==> src/sv/tld_pkg.sv <==
// Shared package for the type-length-value deframer.
// Holds framing constants, register indexes, error codes and the transaction payload types.
// No dependencies.
package tld_pkg;

    localparam int TYPE_BYTES   = 4;
    localparam int LENGTH_BYTES = 4;
    localparam int TYPE_SLOTS   = 4;

    localparam int NAME_REGS = 4;
    localparam int BYTE_W    = 8;
    localparam int NAME_W    = 32;
    localparam int LEN_W     = 32;
    localparam int TYPE_W    = 3;
    localparam int ERR_W     = 2;
    localparam int DATA_W    = 32;
    localparam int INDEX_W   = 3;

    localparam int HDR_MAX = (TYPE_BYTES > LENGTH_BYTES) ? TYPE_BYTES : LENGTH_BYTES;
    localparam int HDR_W   = $clog2(HDR_MAX + 1);

    localparam logic [LEN_W-1:0] MAX_PAYLOAD_RESET = 32'd65536;

    localparam logic [INDEX_W-1:0] REG_TYPE_COUNT      = 3'd0;
    localparam logic [INDEX_W-1:0] REG_TYPE_NAME_ONE   = 3'd1;
    localparam logic [INDEX_W-1:0] REG_TYPE_NAME_TWO   = 3'd2;
    localparam logic [INDEX_W-1:0] REG_TYPE_NAME_THREE = 3'd3;
    localparam logic [INDEX_W-1:0] REG_TYPE_NAME_FOUR  = 3'd4;
    localparam logic [INDEX_W-1:0] REG_MAX_PAYLOAD     = 3'd5;

    localparam logic [ERR_W-1:0] ERR_NONE         = 2'd0;
    localparam logic [ERR_W-1:0] ERR_UNKNOWN_TYPE = 2'd1;
    localparam logic [ERR_W-1:0] ERR_LENGTH       = 2'd2;

    typedef struct packed {
        logic [BYTE_W-1:0] stream_byte;
        logic              restart;
    } item_t;

    typedef struct packed {
        logic              payload_valid;
        logic [BYTE_W-1:0] payload_byte;
        logic [TYPE_W-1:0] message_type;
        logic              message_end;
        logic [ERR_W-1:0]  error_code;
        logic              in_error;
    } result_t;

endpackage

==> src/sv/type_length_value_deframer.sv <==
// Type-length-value deframer: one stream byte per transaction, one result per transaction.
// An accepted item's result is written into the output register.
// Throughput is one item per cycle unless the output register is full and result_ready is low;
// the output register lets a new item in while it drains. Asynchronous active-low reset clears
// the parser to the type name phase, empties the output register and restores the configuration
// registers to their reset values. Depends on tld_pkg.
module type_length_value_deframer (
    input  logic                            clk,
    input  logic                            rst_n,
    input  logic                            write_enable,
    input  logic [tld_pkg::INDEX_W-1:0]     write_index,
    input  logic [tld_pkg::DATA_W-1:0]      write_data,
    input  logic                            item_valid,
    output logic                            item_ready,
    input  tld_pkg::item_t                  item,
    output logic                            result_valid,
    input  logic                            result_ready,
    output tld_pkg::result_t                result
);

    typedef enum logic [1:0] {
        PH_TYPE,
        PH_LEN,
        PH_DATA,
        PH_ERR
    } phase_t;

    phase_t                          phase_reg, phase_next;
    logic [tld_pkg::HDR_W-1:0]       header_count_reg, header_count_next;
    logic [tld_pkg::NAME_W-1:0]      type_shift_reg, type_shift_next;
    logic [tld_pkg::LEN_W-1:0]       declared_length_reg, declared_length_next;
    logic [tld_pkg::LEN_W-1:0]       received_count_reg, received_count_next;
    logic [tld_pkg::TYPE_W-1:0]      current_type_reg, current_type_next;

    logic [tld_pkg::TYPE_W-1:0]      type_count_reg;
    logic [tld_pkg::NAME_W-1:0]      type_name_reg [tld_pkg::NAME_REGS];
    logic [tld_pkg::LEN_W-1:0]       max_payload_reg;

    logic                            result_valid_reg, result_valid_next;
    tld_pkg::result_t                result_reg, result_next;

    logic                            accept;
    logic [tld_pkg::NAME_W-1:0]      shift_base;
    logic [tld_pkg::NAME_W-1:0]      shift_in;
    logic [tld_pkg::LEN_W-1:0]       length_in;
    logic [tld_pkg::LEN_W-1:0]       received_inc;
    logic [tld_pkg::HDR_W-1:0]       count_inc;
    logic [tld_pkg::TYPE_W-1:0]      slot_count;
    logic [tld_pkg::TYPE_W-1:0]      matched_type;

    assign item_ready   = !result_valid_reg || result_ready;
    assign accept       = item_valid && item_ready;
    assign result_valid = result_valid_reg;
    assign result       = result_reg;

    always_comb
    begin
        shift_base   = (header_count_reg == '0) ? '0 : type_shift_reg;
        shift_in     = {shift_base[tld_pkg::NAME_W-tld_pkg::BYTE_W-1:0], item.stream_byte};
        length_in    = {declared_length_reg[tld_pkg::LEN_W-tld_pkg::BYTE_W-1:0],
                        item.stream_byte};
        received_inc = received_count_reg + 1'b1;
        count_inc    = header_count_reg + 1'b1;
        slot_count   = (type_count_reg > tld_pkg::TYPE_W'(tld_pkg::TYPE_SLOTS))
                       ? tld_pkg::TYPE_W'(tld_pkg::TYPE_SLOTS) : type_count_reg;
        matched_type = '0;
        for (int i = tld_pkg::TYPE_SLOTS - 1; i >= 0; i--)
        begin
            if ((tld_pkg::TYPE_W'(i) < slot_count) && (type_name_reg[i] == shift_in))
            begin
                matched_type = tld_pkg::TYPE_W'(i + 1);
            end
        end
    end

    always_comb
    begin
        phase_next           = phase_reg;
        header_count_next    = header_count_reg;
        type_shift_next      = type_shift_reg;
        declared_length_next = declared_length_reg;
        received_count_next  = received_count_reg;
        current_type_next    = current_type_reg;
        result_next          = result_reg;
        result_valid_next    = result_valid_reg && !result_ready;

        if (accept)
        begin
            result_valid_next = 1'b1;
            result_next       = '0;
            if (item.restart)
            begin
                phase_next           = PH_TYPE;
                header_count_next    = '0;
                type_shift_next      = '0;
                declared_length_next = '0;
                received_count_next  = '0;
                current_type_next    = '0;
            end
            else
            begin
                case (phase_reg)
                    PH_ERR:
                    begin
                        result_next.in_error = 1'b1;
                    end
                    PH_LEN:
                    begin
                        declared_length_next     = length_in;
                        header_count_next        = count_inc;
                        result_next.message_type = current_type_reg;
                        if (header_count_reg == tld_pkg::HDR_W'(tld_pkg::LENGTH_BYTES - 1))
                        begin
                            header_count_next = '0;
                            if (length_in > max_payload_reg)
                            begin
                                result_next.error_code = tld_pkg::ERR_LENGTH;
                                result_next.in_error   = 1'b1;
                                phase_next             = PH_ERR;
                                current_type_next      = '0;
                            end
                            else if (length_in == '0)
                            begin
                                result_next.message_end = 1'b1;
                                phase_next              = PH_TYPE;
                                type_shift_next         = '0;
                                declared_length_next    = '0;
                                received_count_next     = '0;
                                current_type_next       = '0;
                            end
                            else
                            begin
                                received_count_next = '0;
                                phase_next          = PH_DATA;
                            end
                        end
                    end
                    PH_DATA:
                    begin
                        result_next.payload_valid = 1'b1;
                        result_next.payload_byte  = item.stream_byte;
                        result_next.message_type  = current_type_reg;
                        received_count_next       = received_inc;
                        if (received_inc >= declared_length_reg)
                        begin
                            result_next.message_end = 1'b1;
                            phase_next              = PH_TYPE;
                            header_count_next       = '0;
                            type_shift_next         = '0;
                            declared_length_next    = '0;
                            received_count_next     = '0;
                            current_type_next       = '0;
                        end
                    end
                    default:
                    begin
                        type_shift_next   = shift_in;
                        header_count_next = count_inc;
                        if (header_count_reg == tld_pkg::HDR_W'(tld_pkg::TYPE_BYTES - 1))
                        begin
                            header_count_next = '0;
                            if (matched_type == '0)
                            begin
                                result_next.error_code = tld_pkg::ERR_UNKNOWN_TYPE;
                                result_next.in_error   = 1'b1;
                                phase_next             = PH_ERR;
                            end
                            else
                            begin
                                current_type_next        = matched_type;
                                result_next.message_type = matched_type;
                                declared_length_next     = '0;
                                received_count_next      = '0;
                                phase_next               = PH_LEN;
                            end
                        end
                    end
                endcase
            end
        end
    end

    always_ff @(posedge clk or negedge rst_n)
    begin
        if (!rst_n)
        begin
            phase_reg           <= PH_TYPE;
            header_count_reg    <= '0;
            type_shift_reg      <= '0;
            declared_length_reg <= '0;
            received_count_reg  <= '0;
            current_type_reg    <= '0;
            type_count_reg      <= '0;
            for (int i = 0; i < tld_pkg::NAME_REGS; i++)
            begin
                type_name_reg[i] <= '0;
            end
            max_payload_reg     <= tld_pkg::MAX_PAYLOAD_RESET;
            result_valid_reg    <= 1'b0;
            result_reg          <= '0;
        end
        else
        begin
            phase_reg           <= phase_next;
            header_count_reg    <= header_count_next;
            type_shift_reg      <= type_shift_next;
            declared_length_reg <= declared_length_next;
            received_count_reg  <= received_count_next;
            current_type_reg    <= current_type_next;
            result_valid_reg    <= result_valid_next;
            result_reg          <= result_next;
            if (write_enable)
            begin
                case (write_index)
                    tld_pkg::REG_TYPE_COUNT:
                        type_count_reg <= write_data[tld_pkg::TYPE_W-1:0];
                    tld_pkg::REG_TYPE_NAME_ONE:
                        type_name_reg[0] <= write_data[tld_pkg::NAME_W-1:0];
                    tld_pkg::REG_TYPE_NAME_TWO:
                        type_name_reg[1] <= write_data[tld_pkg::NAME_W-1:0];
                    tld_pkg::REG_TYPE_NAME_THREE:
                        type_name_reg[2] <= write_data[tld_pkg::NAME_W-1:0];
                    tld_pkg::REG_TYPE_NAME_FOUR:
                        type_name_reg[3] <= write_data[tld_pkg::NAME_W-1:0];
                    tld_pkg::REG_MAX_PAYLOAD:
                        max_payload_reg <= write_data[tld_pkg::LEN_W-1:0];
                    default:
                        ;
                endcase
            end
        end
    end

    // A message's type number lives only from the type match through the payload.
    a_type_cleared_outside_message: assert property (@(posedge clk) disable iff (!rst_n)
        (phase_reg == PH_TYPE || phase_reg == PH_ERR) |-> current_type_reg == '0)
        else $error("type number held outside a message");

    a_count_below_length: assert property (@(posedge clk) disable iff (!rst_n)
        phase_reg == PH_DATA |-> received_count_reg < declared_length_reg)
        else $error("payload count reached the declared length without ending");

    a_error_is_sticky: assert property (@(posedge clk) disable iff (!rst_n)
        (accept && !item.restart && phase_reg == PH_ERR)
        |=> (phase_reg == PH_ERR && result_valid_reg && result_reg.in_error))
        else $error("error state left without restart");

    a_restart_clears: assert property (@(posedge clk) disable iff (!rst_n)
        (accept && item.restart)
        |=> (phase_reg == PH_TYPE && header_count_reg == '0 && result_reg == '0))
        else $error("restart did not clear the parser");

    a_payload_without_error: assert property (@(posedge clk) disable iff (!rst_n)
        (result_valid_reg && result_reg.payload_valid)
        |-> (result_reg.error_code == tld_pkg::ERR_NONE && !result_reg.in_error
             && result_reg.message_type != '0))
        else $error("payload transaction carries an error or no type");

endmodule

==> config.mk <==
export PLATFORM = sky130hd
export DESIGN_NAME = type_length_value_deframer
export DESIGN_NICKNAME = d
export VERILOG_FILES = /design/src/sv/tld_pkg.sv /design/src/sv/type_length_value_deframer.sv
export SDC_FILE = /design/constraint.sdc
export NUM_CORES = 1
export LEC_CHECK = 0
export CAP_MARGIN = 0
export CORE_MARGIN = 2
export CORE_UTILIZATION = 50
export CTS_BUF_LIST = sky130_fd_sc_hd__clkbuf_8
export DETAILED_ROUTE_END_ITERATION = 10
export DONT_BUFFER_PORTS = 1
export GPL_TIMING_DRIVEN = 0
export PLACE_DENSITY = 0.76
export SETUP_SLACK_MARGIN = 0.5
export SLEW_MARGIN = 15
export SYNTH_ARGS = -nofsm -noshare
export SYNTH_HDL_FRONTEND = slang
export SYNTH_SLANG_ARGS = --single-unit
==> constraint.sdc <==
create_clock -name clk -period 6.05 [get_ports clk]
set_input_delay 0.9075 -clock clk [delete_from_list [all_inputs] [get_ports clk]]
set_output_delay 0.9075 -clock clk [all_outputs]
set_load 0.05 [all_outputs]
# == Yosys cells after proc, flatten, opt, wreduce, memory -nomap -nowiden ==
# Cells that the tools add are included.
# classes
addsub,2
magnitude_cmp,7
n_eq_ne,20
mux,59
n_reduce_logical,29
# op_table
cell,n
two-way mux 32 bit,11
one-hot mux 32 bit (3 select lines),2
== test 32 bit,4
two-way mux 24 bit,5
one-hot mux 24 bit (3 select lines),1
two-way mux 3 bit,17
adder 32 x 1 -> 32 bit (second input constant),1
>= comparator 32 bit,1
greater-than comparator 32 bit,1
zero test 32 bit,1
two-way mux 2 bit,9
two-way mux 16 bit,1
inequality test 3 bit (second input constant),4
one-hot mux 3 bit (2 select lines),2
AND reduction 2 bit,6
AND reduction 6 bit,2
AND reduction 5 bit,2
== test 3 x 2 -> 1 bit (second input constant),3
zero test 3 bit,3
two-way mux 9 bit,1
one-hot mux 3 bit (3 select lines),1
AND reduction 7 bit,1
== test 3 bit (second input constant),2
logical AND 1 bit,6
other kinds (22),30
# totals
output_inout_bits,18
inputBits,49
register_bits,276

# == Logic depth before layout (Yosys ltp) ==
# Gate-level depths: netlist of run 1.
# logic_depth
ltp_word,13
depth_mapped,19

# == Worst setup path after synthesis of run 1 ==
# OpenSTA, ideal clock, no wires.
# synth_path
kind,flip-flop to flip-flop
startpoint,register received_count_reg[2] in the netlist's numbering
endpoint,register type_shift_reg[0] in the netlist's numbering
setup_ps,79
n_path_buf,2
synth_period_minus_slack_ps,4250
arrival_ps,4170
stages_incl_launch_ff,18
slack_ps,1800
path_cell_list,dfrtp_1 > and4_1 > and2_0 > nand4_1 > nor2_1 > nand3_1 > xnor2_1 > ha_1 > nand4_1 > nor4_1 > o311ai_0 > a211o_1 > nand2_1 > and2_1 > nor2b_1 > clkbuf_1 > buf_2 > mux2i_1
# synth_via
elab_chain_len,4
# synth_lines
element,line,text
from (decl),type_length_value_deframer.sv:32,"logic [tld_pkg::LEN_W-1:0] received_count_reg, received_count_next;"
from (signal assigned),type_length_value_deframer.sv:208,received_count_reg <= received_count_next;
adder 32 x 1 -> 32 bit,type_length_value_deframer.sv:62,received_inc = received_count_reg + 1'b1;
>= comparator 32 bit,type_length_value_deframer.sv:144,if (received_inc >= declared_length_reg)
inequality test 3 bit (no source line),-,
AND reduction 6 bit (no source line),-,
to (signal assigned),type_length_value_deframer.sv:206,type_shift_reg <= type_shift_next;
to (decl),type_length_value_deframer.sv:30,"logic [tld_pkg::NAME_W-1:0] type_shift_reg, type_shift_next;"
# Every way passes these cells.
# A chain may end at the register's enable or synchronous reset.

# == Worst setup path in the final report of run 1 ==
# Same ends and word-level chain as after synthesis.

==> flow_metrics.py, run 1 <==
metrics = {
    "power": {
        "swShare_pct": 37.4,
        "power.total_mw": 6.04,
        "pwr-share-clk_pct": 28.7,
        "powerDensity_mw_per_mm2": 356,
        "p_leak_nw": 7.31,
        "power_frac_seq_pct": 42.2,
        "internal-power_mw": 3.78,
        "power.switching_mw": 2.26,
        "p_comb_share_pct": 29.1,
        "peakVddDrop_mv": 0.254,
    },
    "route": {
        "drc_errors": 0,
        "viasPerCell": 6.36,
        "drt_iter0_drc": 1205,
        "routed_wl_um": 47200,
        "avgRoutedWirePerCell_um": 23.6,
        "firstDrtPassIters": 5,
        "dr_total_vias": 12700,
        "drtAntennaViolNets": 0,
    },
    "clock_network": {
        "clk_pin_slew_ns": 0.06,
        "ctsRootBufferMaster": "clkbuf_8",
        "cts_buffers": 48,
        "post_cts_buffers": 0,
        "cts_tree": "yes",
        "cts_max_level": 2,
        "clk_latency_ns": 0.62,
        "ctsLongestPathBuffers": 3,
        "cts_sinks": 276,
    },
    "timing": {
        "hold_viol": 0,
        "relSlewSlack_pct": 28.0,
        "layout_min_cycle_time_ns": 5.12,
        "fmax_mhz": 195,
        "setup_violations": 0,
        "fin_ws_ns": 0.929,
        "worst_slew_pin_slew_ns": 1.07,
        "slew_violations": 0,
        "rsz0062_at_grt": "no",
        "tns_ns": 0,
        "fin_crit_sh_pct": 84.6,
        "fin_skew_ns": 0.0592,
    },
    "yosys": {
        "synthAdderAreaFrac_pct": 5.83,
        "synth-seq-cells": 276,
        "synth_ff_type": "dfrtp_1",
        "synth_edf_count": 0,
        "synth_mux_area_share_pct": 12.8,
        "synthSimpleGateAreaFrac_pct": 14.9,
        "netlist.area_leader.share_pct": 44.5,
        "synth_area_leader_cell": "dfrtp_1",
        "ys_top_cells_by_area": "dfrtp_1, mux2_2, ha_1, o21ai_0, xnor2_1",
        "syn-num-nets": 1638,
        "synth_top_family_by_area": "simple AND/OR/NAND/NOR gates",
        "netlist-cell-type-count": 67,
        "synth-xor-area-share_pct": 4.76,
        "synth-async-reset-ratio_pct": 100,
        "seq_area_frac_synth_pct": 44.7,
        "yosys_warnings": 0,
        "synth_compound_area_share_pct": 12.2,
        "netlist_instances": 1517,
        "syn_avg_cell_area_um2": 10.2,
        "netlist_area_mm2": 0.0154,
    },
    "setup_path": {
        "worstPathArrival_ns": 5.66,
        "reg2reg_from": "received_count_reg[2]$_DFFE_PN0P_",
        "worst-r2r-setup-slack_ns": 0.93,
        "crit_required_ns": 6.59,
        "crit_type": "flip-flop to flip-flop",
        "slowest_delay_ns": 0.52,
        "startpoint_type": "flip-flop",
        "cp_max_fo": 10,
        "rr_worst_depth": 18,
        "cp_top_family": "simple AND/OR/NAND/NOR gates",
        "crit_path_end_kind": "flip-flop",
        "rr_endpoint": "type_shift_reg[0]$_DFFE_PN0P_",
        "path_cells": "and4_1 > and2_0 > nand4_1 > nor2_1 > nand2_1 > nor2_1 > xor2_1 > ha_1 > nand4_1 > nor4_2 > o311ai_0 > a211o_1 > nand2_4 > and2_1 > nor2b_1 > clkbuf_2 > buf_2 > mux2i_1",
        "worst-path-buf-inv": 2,
        "cp_slowest_cell": "a211o_1",
    },
    "place": {
        "placed_cell_area_mm2": 0.0159,
        "dp_slack_ns": 0.291,
        "dp.cells": 1913,
        "gp_congestion": 1.01,
        "dp_hpwl_um": 33900,
        "port_buffers": 0,
    },
    "finish": {
        "diodes": 0,
        "largest_reg_flops": 128,
        "drive_above_1_share_pct": 15.8,
        "multi_input_area_mm2": 0.00783,
        "area_delta_synth_final_pct": 9.89,
        "seqCellArea_mm2": 0.00691,
        "final_common_cell": "dfrtp_1",
        "final.fill_count": 2607,
        "final_cells": 1999,
        "final_cell_mix": "dfrtp_1, mux2_2, inv_1",
        "final_cell_area_mm2": 0.0170,
        "fin_nets": 1690,
    },
    "global_routing": {
        "grtUsageTotal_pct": 28.8,
        "gr-total-overflow": 0,
        "antenna_found_initial": 0,
        "grt_pass1_vias": 12300,
        "grt_pass1_wl_um": 73000,
        "grt_max_degree": 219,
    },
    "worst_hold_path": {
        "worstHoldPathType": "primary input to async pin",
    },
    "run_status": {
        "status": "finished clean",
    },
    "die": {
        "initial_core_util_pct": 50.6,
        "die_w_um": 180,
        "row_count": 64,
        "core_mm2": 0.0305,
        "io_pins": 67,
        "die_h_um": 180,
        "dieArea_mm2": 0.0323,
    },
    "flow_run": {
        "max_cap_violations": 0,
    },
}
power by group through the flow:
| stage | clock (mW) | sequential [mW] | combinational [mW] |
|---|---|---|---|
| final | 1.73 | 2.55 | 1.76 |
| after global routing | 1.84 | 2.58 | 1.88 |
| after CTS | 1.75 | 2.54 | 1.71 |
| after detailed placement | 0 | 2.56 | 1.68 |
| after global placement | 0 | 2.55 | 1.63 |
| after floorplan | 0 | 2.44 | 1.23 |
layout make-up:
| cell class | count | share of cell area (%) |
|---|---|---|
| flip-flops and latches | 276 | 40.7 |
| well taps | 396 | 2.92 |
| plain buffers | 81 | 1.99 |
| inverters | 109 | 2.41 |
| multi-input cells | 1051 | 46.1 |
| clock buffers | 58 | 4.70 |
| repair buffers | 2 | 0.221 |
| clock inverters | 26 | 0.958 |
Yosys cell counts (all sizes together) (20+ instances only):
cell type	n
o21ai	110
nand3	43
nand2	112
inv	109
nor2	38
a21oi	50
clkbuf	65
xnor2	52
a31oi	27
nand4	58
nor4bb	21
nand2b	20
nor4	33
mux2i	25
dfrtp	275
xor2	32
nor2b	36
mux2	154
ha	72
per-stage QoR:
step	hold WS [ns]	utilization (%)
5_1_grt	0.0227	55.6
3_3_place_gp	0.489	52.3
6_report	0.0572	55.6
2_1_floorplan	0.467	-
4_1_cts	0.00235	55.6
3_5_place_dp	0.494	52.3
routing by layer:
metal	vias to the layer above	share of wire, %	track usage, %
li1	5616	-	-
met1	6319	40	37.1
met2	612	45	45.0
met3	176	9.6	8.18
met4	0	5.2	13.7
met5	-	0	0
worst reg2reg max path, stage by stage (launching register included):
cell and delay [ns]:
dfrtp_1 0.44, and4_1 0.23, and2_0 0.27, nand4_1 0.23
nor2_1 0.29, nand2_1 0.18, nor2_1 0.16, xor2_1 0.28
ha_1 0.20, nand4_1 0.16, nor4_2 0.38, o311ai_0 0.27
a211o_1 0.52, nand2_4 0.23, and2_1 0.19, nor2b_1 0.14
clkbuf_2 0.28, buf_2 0.39, mux2i_1 0.25
kinds of logic after synthesis:
| group | after synthesis |
|---|---|
| flip-flops | 276 |
| XOR/XNOR | 84 |
| buffers and inverters | 190 |
| AO/OA/AOI/OAI | 296 |
| adder cells (fa/ha/maj) | 72 |
| multiplexers | 179 |
| AND/OR/NAND/NOR | 420 |
repair_timing:
action,4_1_cts,5_1_grt
endpoints found under the setup margin,40,55
endpoints found under the hold margin,44,0
resized for setup,2,12
hold buffers,2,0
worst max-delay path by stage:
| stage | from | endpoint | slack, ns | cells past startpoint |
|---|---|---|---|---|
| 6_report | received_count_reg[2]$_DFFE_PN0P_ | type_shift_reg[0]$_DFFE_PN0P_ | 0.93 | 18 |
| 3_5_place_dp | received_count_reg[2]$_DFFE_PN0P_ | type_shift_reg[2]$_DFFE_PN0P_ | 0.29 | 17 |
| 2_1_floorplan | received_count_reg[2]$_DFFE_PN0P_ | type_shift_reg[0]$_DFFE_PN0P_ | 1.80 | 17 |
| 4_1_cts | received_count_reg[2]$_DFFE_PN0P_ | type_shift_reg[9]$_DFFE_PN0P_ | 0.56 | 17 |
| 3_3_place_gp | received_count_reg[2]$_DFFE_PN0P_ | type_shift_reg[11]$_DFFE_PN0P_ | 0.33 | 17 |
| 5_1_grt | received_count_reg[2]$_DFFE_PN0P_ | type_shift_reg[6]$_DFFE_PN0P_ | 0.52 | 18 |
No activity file was read; power rests on OpenSTA's default activity.
==> run 2: changes to the inputs <==
- clock period: 6.05 -> 4.9 ns (I/O delays scaled with it)
==> run 2 against run 1 <==
  * The run now ends with negative hold slack left
  * Maximum frequency up 18%
  * Count of clock-buffer cells in the layout unchanged
  * Largest power group unchanged
  * Final cell count up 0.70%
  * Worst hold slack worse by 0.22 ns
  * Critical endpoint is now received_count_reg[28]$_DFFE_PN0P_
==> flow_metrics.py, run 2 (synthesis gave the netlist of run 1 again) <==
metrics = {
    "route": {
        "viasPerCell": 6.38,
        "drc_errors": 0,
        "avgRoutedWirePerCell_um": 23.5,
        "dr_total_vias": 12900,
        "firstDrtPassIters": 5,
        "drt_iter0_drc": 1292,
        "drtAntennaViolNets": 0,
        "routed_wl_um": 47300,
    },
    "global_routing": {
        "grt_max_degree": 277,
        "grtUsageTotal_pct": 28.8,
        "grt_pass1_wl_um": 72900,
        "grt_pass1_vias": 12400,
        "gr-total-overflow": 0,
        "antenna_found_initial": 0,
    },
    "timing": {
        "fin_ws_ns": 0.566,
        "fin_skew_ns": 0.0595,
        "fin_crit_sh_pct": 88.5,
        "hold_viol": 190,
        "relSlewSlack_pct": 28.6,
        "layout_min_cycle_time_ns": 4.33,
        "fmax_mhz": 231,
        "hold_ws_ns": -0.159,
        "setup_violations": 0,
        "slew_violations": 0,
        "rsz0062_at_grt": "no",
        "worst_slew_pin_slew_ns": 1.06,
    },
    "place": {
        "dp_hpwl_um": 33900,
        "gp_congestion": 1.01,
        "dp_slack_ns": -0.859,
        "port_buffers": 0,
        "placed_cell_area_mm2": 0.0159,
    },
    "die": {
        "die_w_um": 180,
        "row_count": 64,
        "core_mm2": 0.0305,
        "io_pins": 67,
        "dieArea_mm2": 0.0323,
        "die_h_um": 180,
        "initial_core_util_pct": 50.6,
    },
    "power": {
        "power.total_mw": 7.56,
        "powerDensity_mw_per_mm2": 439,
        "peakVddDrop_mv": 0.293,
        "p_leak_nw": 7.41,
    },
    "finish": {
        "final_common_cell": "dfrtp_1",
        "final_cell_area_mm2": 0.0172,
        "largest_reg_flops": 128,
        "final_cell_mix": "dfrtp_1, mux2_2, inv_1",
        "drive_above_1_share_pct": 18.3,
        "post-route-util_pct": 56.4,
        "area_delta_synth_final_pct": 11.3,
        "fin_nets": 1703,
    },
    "clock_network": {
        "cts_tree": "yes",
        "ctsLongestPathBuffers": 3,
        "clk_pin_slew_ns": 0.06,
        "cts_max_level": 2,
        "cts_sinks": 276,
        "clk_latency_ns": 0.62,
        "ctsRootBufferMaster": "clkbuf_8",
        "cts_buffers": 48,
    },
    "setup_path": {
        "cp_max_fo": 10,
        "endpoint": "received_count_reg[28]$_DFFE_PN0P_",
        "cp_slowest_cell": "nor4b_2",
        "rr_endpoint": "received_count_reg[28]$_DFFE_PN0P_",
        "cp-startpoint": "header_count_reg[0]$_DFFE_PN0P_",
        "worst-path-buf-inv": 6,
        "reg2reg_from": "header_count_reg[0]$_DFFE_PN0P_",
        "worst-r2r-setup-slack_ns": 0.57,
        "startpoint_type": "flip-flop",
        "rr_worst_depth": 16,
        "path_cells": "inv_1 > ha_1 > nor2b_1 > buf_2 > buf_4 > buf_2 > a21oi_1 > o32ai_1 > o21ai_0 > nor4b_2 > nor4_2 > a21o_1 > or2_1 > clkbuf_1 > buf_6 > o31ai_1",
        "worstPathArrival_ns": 4.82,
        "crit_type": "flip-flop to flip-flop",
        "worst-path-stages": 16,
        "cp_common_cell": "buf_2",
        "slowest_delay_ns": 0.57,
        "crit_path_end_kind": "flip-flop",
        "cp_top_family": "buffers and inverters",
        "crit_required_ns": 5.39,
    },
    "worst_hold_path": {
        "worstHoldPathType": "primary input to async pin",
    },
    "run_status": {
        "status": "finished with violations",
        "failed_checks": "negative hold slack",
    },
    "flow_run": {
        "max_cap_violations": 0,
    },
}
==> run 2: cell types whose count changed in the layout (fill, tap and decap cells not counted), sizes merged <==
cell	before	now
dlygate4sd3	1	0
buf	16	32
clkbuf	124	122
diode	0	1
==> run 2: timing repair <==
action / 4_1_cts / 5_1_grt
buffers inserted: 2 / 13
endpoints found under the hold margin: 275 / 275
gates resized for setup: 27 / 37
endpoints found under the setup margin: 96 / 93
pin swaps: 4 / 9
==> run 2: worst min-delay path by stage <==
stage | from | end | slack (ns) | cells past startpoint
after floorplan | rst_n | current_type_reg[0]$_DFFE_PN0P_ | 0.44 | 0
after global placement | rst_n | result[5]$_DFFE_PN0P_ | 0.46 | 0
after detailed placement | rst_n | type_name_reg[56]$_DFFE_PN0P_ | 0.46 | 0
after CTS | rst_n | type_name_reg[76]$_DFFE_PN0P_ | -0.18 | 0
after global routing | rst_n | result[5]$_DFFE_PN0P_ | -0.17 | 0
final | rst_n | result[9]$_DFFE_PN0P_ | -0.16 | 0
==> run 2: worst register-to-register path: stages (launching register included) <==
cell and delay, ns:
dfrtp_1 0.38, inv_1 0.11, ha_1 0.17, nor2b_1 0.12, buf_2 0.28, buf_4 0.24, buf_2 0.35, a21oi_1 0.14
o32ai_1 0.32, o21ai_0 0.28, nor4b_2 0.57, nor4_2 0.16, a21o_1 0.30, or2_1 0.24, clkbuf_1 0.16, buf_6 0.18
o31ai_1 0.22
==> run 2: layer usage <==
layer | track usage (%) | share of wire [%] | vias to the layer above | wire length [um]
met5 | 0 | 0 | - | 0
met4 | 13.9 | 5.6 | 0 | 2630
met3 | 8.18 | 9.4 | 186 | 4450
met2 | 44.6 | 45 | 611 | 21400
met1 | 37.1 | 40 | 6399 | 18800
li1 | - | - | 5654 | -
==> run 2: area by class of cell <==
cell class	count	area, um^2
fillers	2584	13300
multi-input cells	1051	7920
flip-flops and latches	276	6910
clock buffers	58	798
well taps	396	495
inverters	109	409
plain buffers	81	378
clock inverters	26	163
repair buffers	15	113
diodes	1	2.50
==> run 2: power by group <==
group / internal (mW) / switching [mW]
Combinational: 0.907 / 1.35
Sequential: 2.66 / 0.488
Clock: 1.17 / 0.979
Total: 4.74 / 2.82
==> run 2: per-stage QoR <==
stage	setup TNS, ns	hold slack (ns)	std cells
finish	0	-0.159	2013
global route	0	-0.173	2012
CTS	0	-0.185	1999
detailed placement	-41.29	0.458	1913
global placement	-37.52	0.458	1913
floorplan	0	0.439	1517
==> run 3: changes to the inputs <==
- BUFFER_PORTS_ARGS: not set -> -buffer_cell sky130_fd_sc_hd__buf_4
- DONT_BUFFER_PORTS: 1 -> not set
- PLACE_DENSITY: 0.76 -> 0.78
- SKIP_CTS_REPAIR_TIMING: not set -> 1
==> run 3 against run 2 <==
  * The run now ends clean
  * First-iteration DRC count fell by 11%
  * Routed wire length shrank 0.89%
  * Sequential power fell by 2%
  * Maximum frequency increased by 1.6%
  * Global-route usage decreased by 0.15 points
  * Via count grew 1.1%
  * Clock skew barely moved
  * Die area unchanged
==> flow_metrics.py, run 3 (synthesis gave the netlist of run 1 again) <==
metrics = {
    "power": {
        "pwr-share-clk_pct": 27.7,
        "p_comb_share_pct": 32.4,
        "swShare_pct": 37.7,
        "powerDensity_mw_per_mm2": 434,
        "p_leak_nw": 7.75,
        "internal-power_mw": 4.80,
        "power.total_mw": 7.71,
        "peakVddDrop_mv": 0.265,
        "power.switching_mw": 2.91,
        "power_frac_seq_pct": 39.9,
    },
    "global_routing": {
        "grt_pass1_wl_um": 72700,
        "gr-total-overflow": 0,
        "grt_max_degree": 107,
        "grt_pass1_vias": 12600,
        "grtUsageTotal_pct": 28.6,
        "antenna_found_initial": 0,
    },
    "timing": {
        "setup_violations": 0,
        "fin_crit_sh_pct": 87.0,
        "hold_ws_ns": 0.141,
        "worst_slew_pin_slew_ns": 0.953,
        "slew_violations": 0,
        "layout_min_cycle_time_ns": 4.26,
        "fmax_mhz": 235,
        "fin_skew_ns": 0.0595,
        "rsz0062_at_grt": "no",
        "hold_viol": 0,
        "relSlewSlack_pct": 36.0,
    },
    "clock_network": {
        "ctsRootBufferMaster": "clkbuf_8",
        "cts_buffers": 49,
        "cts_tree": "yes",
        "cts_max_level": 2,
        "ctsLongestPathBuffers": 3,
        "clk_latency_ns": 0.59,
        "cts_sinks": 276,
        "clk_pin_slew_ns": 0.06,
    },
    "finish": {
        "area_delta_synth_final_pct": 14.9,
        "diodes": 0,
        "post-route-util_pct": 58.2,
        "final_common_cell": "dfrtp_1",
        "final_cell_mix": "dfrtp_1, mux2_2, inv_1",
        "fin_nets": 1766,
        "final.fill_count": 2541,
        "largest_reg_flops": 128,
        "drive_above_1_share_pct": 21.6,
    },
    "die": {
        "row_count": 64,
        "io_pins": 67,
        "core_mm2": 0.0305,
        "dieArea_mm2": 0.0323,
        "initial_core_util_pct": 50.6,
        "die_h_um": 180,
        "die_w_um": 180,
    },
    "place": {
        "gp_congestion": 0.980,
        "dp_hpwl_um": 34200,
        "port_buffers": 64,
    },
    "setup_path": {
        "crit_type": "flip-flop to flip-flop",
        "cp_max_fo": 10,
        "cp_top_family": "simple AND/OR/NAND/NOR gates",
        "path_cells": "and3_1 > and3_1 > nand3_1 > nor2_2 > nand2_2 > nor2_2 > xor2_2 > ha_1 > nand4_1 > nor2_1 > a221o_1 > a211oi_1 > a211o_2 > nand2_8 > and2_1 > nor2b_1 > buf_6 > buf_8 > mux2i_1",
        "worst-path-buf-inv": 2,
        "startpoint_type": "flip-flop",
        "crit_required_ns": 5.32,
        "cp_slowest_cell": "dfrtp_1",
        "slowest_delay_ns": 0.44,
        "worstPathArrival_ns": 4.69,
        "crit_path_end_kind": "flip-flop",
    },
    "route": {
        "routed_wl_um": 46900,
        "viasPerCell": 6.26,
        "drc_errors": 0,
        "drt_iter0_drc": 1149,
        "avgRoutedWirePerCell_um": 22.6,
        "firstDrtPassIters": 5,
        "drtAntennaViolNets": 0,
        "dr_total_vias": 13000,
    },
    "worst_hold_path": {
        "worstHoldPathType": "primary input to async pin",
    },
    "flow_run": {
        "max_cap_violations": 0,
    },
    "run_status": {
        "status": "finished clean",
    },
}
## run 3: cell types whose count changed in the layout (fill, tap and decap cells not counted), sizes merged
cell      delta
buf         +63
bufinv       -2
clkbuf       +5
clkinv       +4
clkinvlp     -1
diode        -1
inv          -7
## run 3: final timing paths
path	startpoint	to	slack, ns	depth (start not counted)
max	received_count_reg[9]$_DFFE_PN0P_	type_shift_reg[1]$_DFFE_PN0P_	0.64	19
min	rst_n	result[6]$_DFFE_PN0P_	0.14	1
max reg2reg	received_count_reg[9]$_DFFE_PN0P_	type_shift_reg[1]$_DFFE_PN0P_	0.64	19
min reg2reg	result[14]$_DFFE_PN0P_	result[14]$_DFFE_PN0P_	0.48	2
max in group asynchronous	rst_n	max_payload_reg[7]$_DFFE_PN0P_	3.38	3
min in group clk	item_valid	result_valid$_DFF_PN0_	0.38	2
## run 3: power by group through the flow
stage                     clock (mW)  combinational, mW  sequential, mW
after global routing            2.27               2.69            3.11
after CTS                       2.16               2.31            3.05
after global placement             0               2.24            3.07
after floorplan                    0               1.52            3.02
after detailed placement           0               2.30            3.09
final                           2.14               2.50            3.08
## run 3: layer usage
layer | part of all wire (%) | vias up | track usage (%)
li1 | - | 5772 | -
met1 | 41 | 6426 | 38.0
met2 | 46 | 636 | 45.1
met3 | 8.3 | 158 | 5.77
met4 | 4.9 | 0 | 13.7
met5 | 0 | - | 0
## run 3: layout make-up
type	instances	area, um^2	area share (%)
Clock inverter	20	93.8	0.528
Multi-Input combinational cell	1051	7970	44.9
Tap cell	396	495	2.79
Clock buffer	64	881	4.96
Timing Repair Buffer	77	626	3.52
Inverter	109	409	2.30
Sequential cell	276	6910	38.9
Buffer	81	372	2.09
## run 3: metrics by stage
step | setup TNS [ns] | area [um^2] | instances | worst slack, ns
detailed placement | -41.74 | 16500 | 1979 | -0.946
global placement | -41.01 | 16400 | 1977 | -0.930
global route | 0 | 17800 | 2074 | 0.471
floorplan | 0 | 15400 | 1517 | 0.650
CTS | -44.61 | 17500 | 2063 | -0.996
finish | 0 | 17800 | 2074 | 0.636
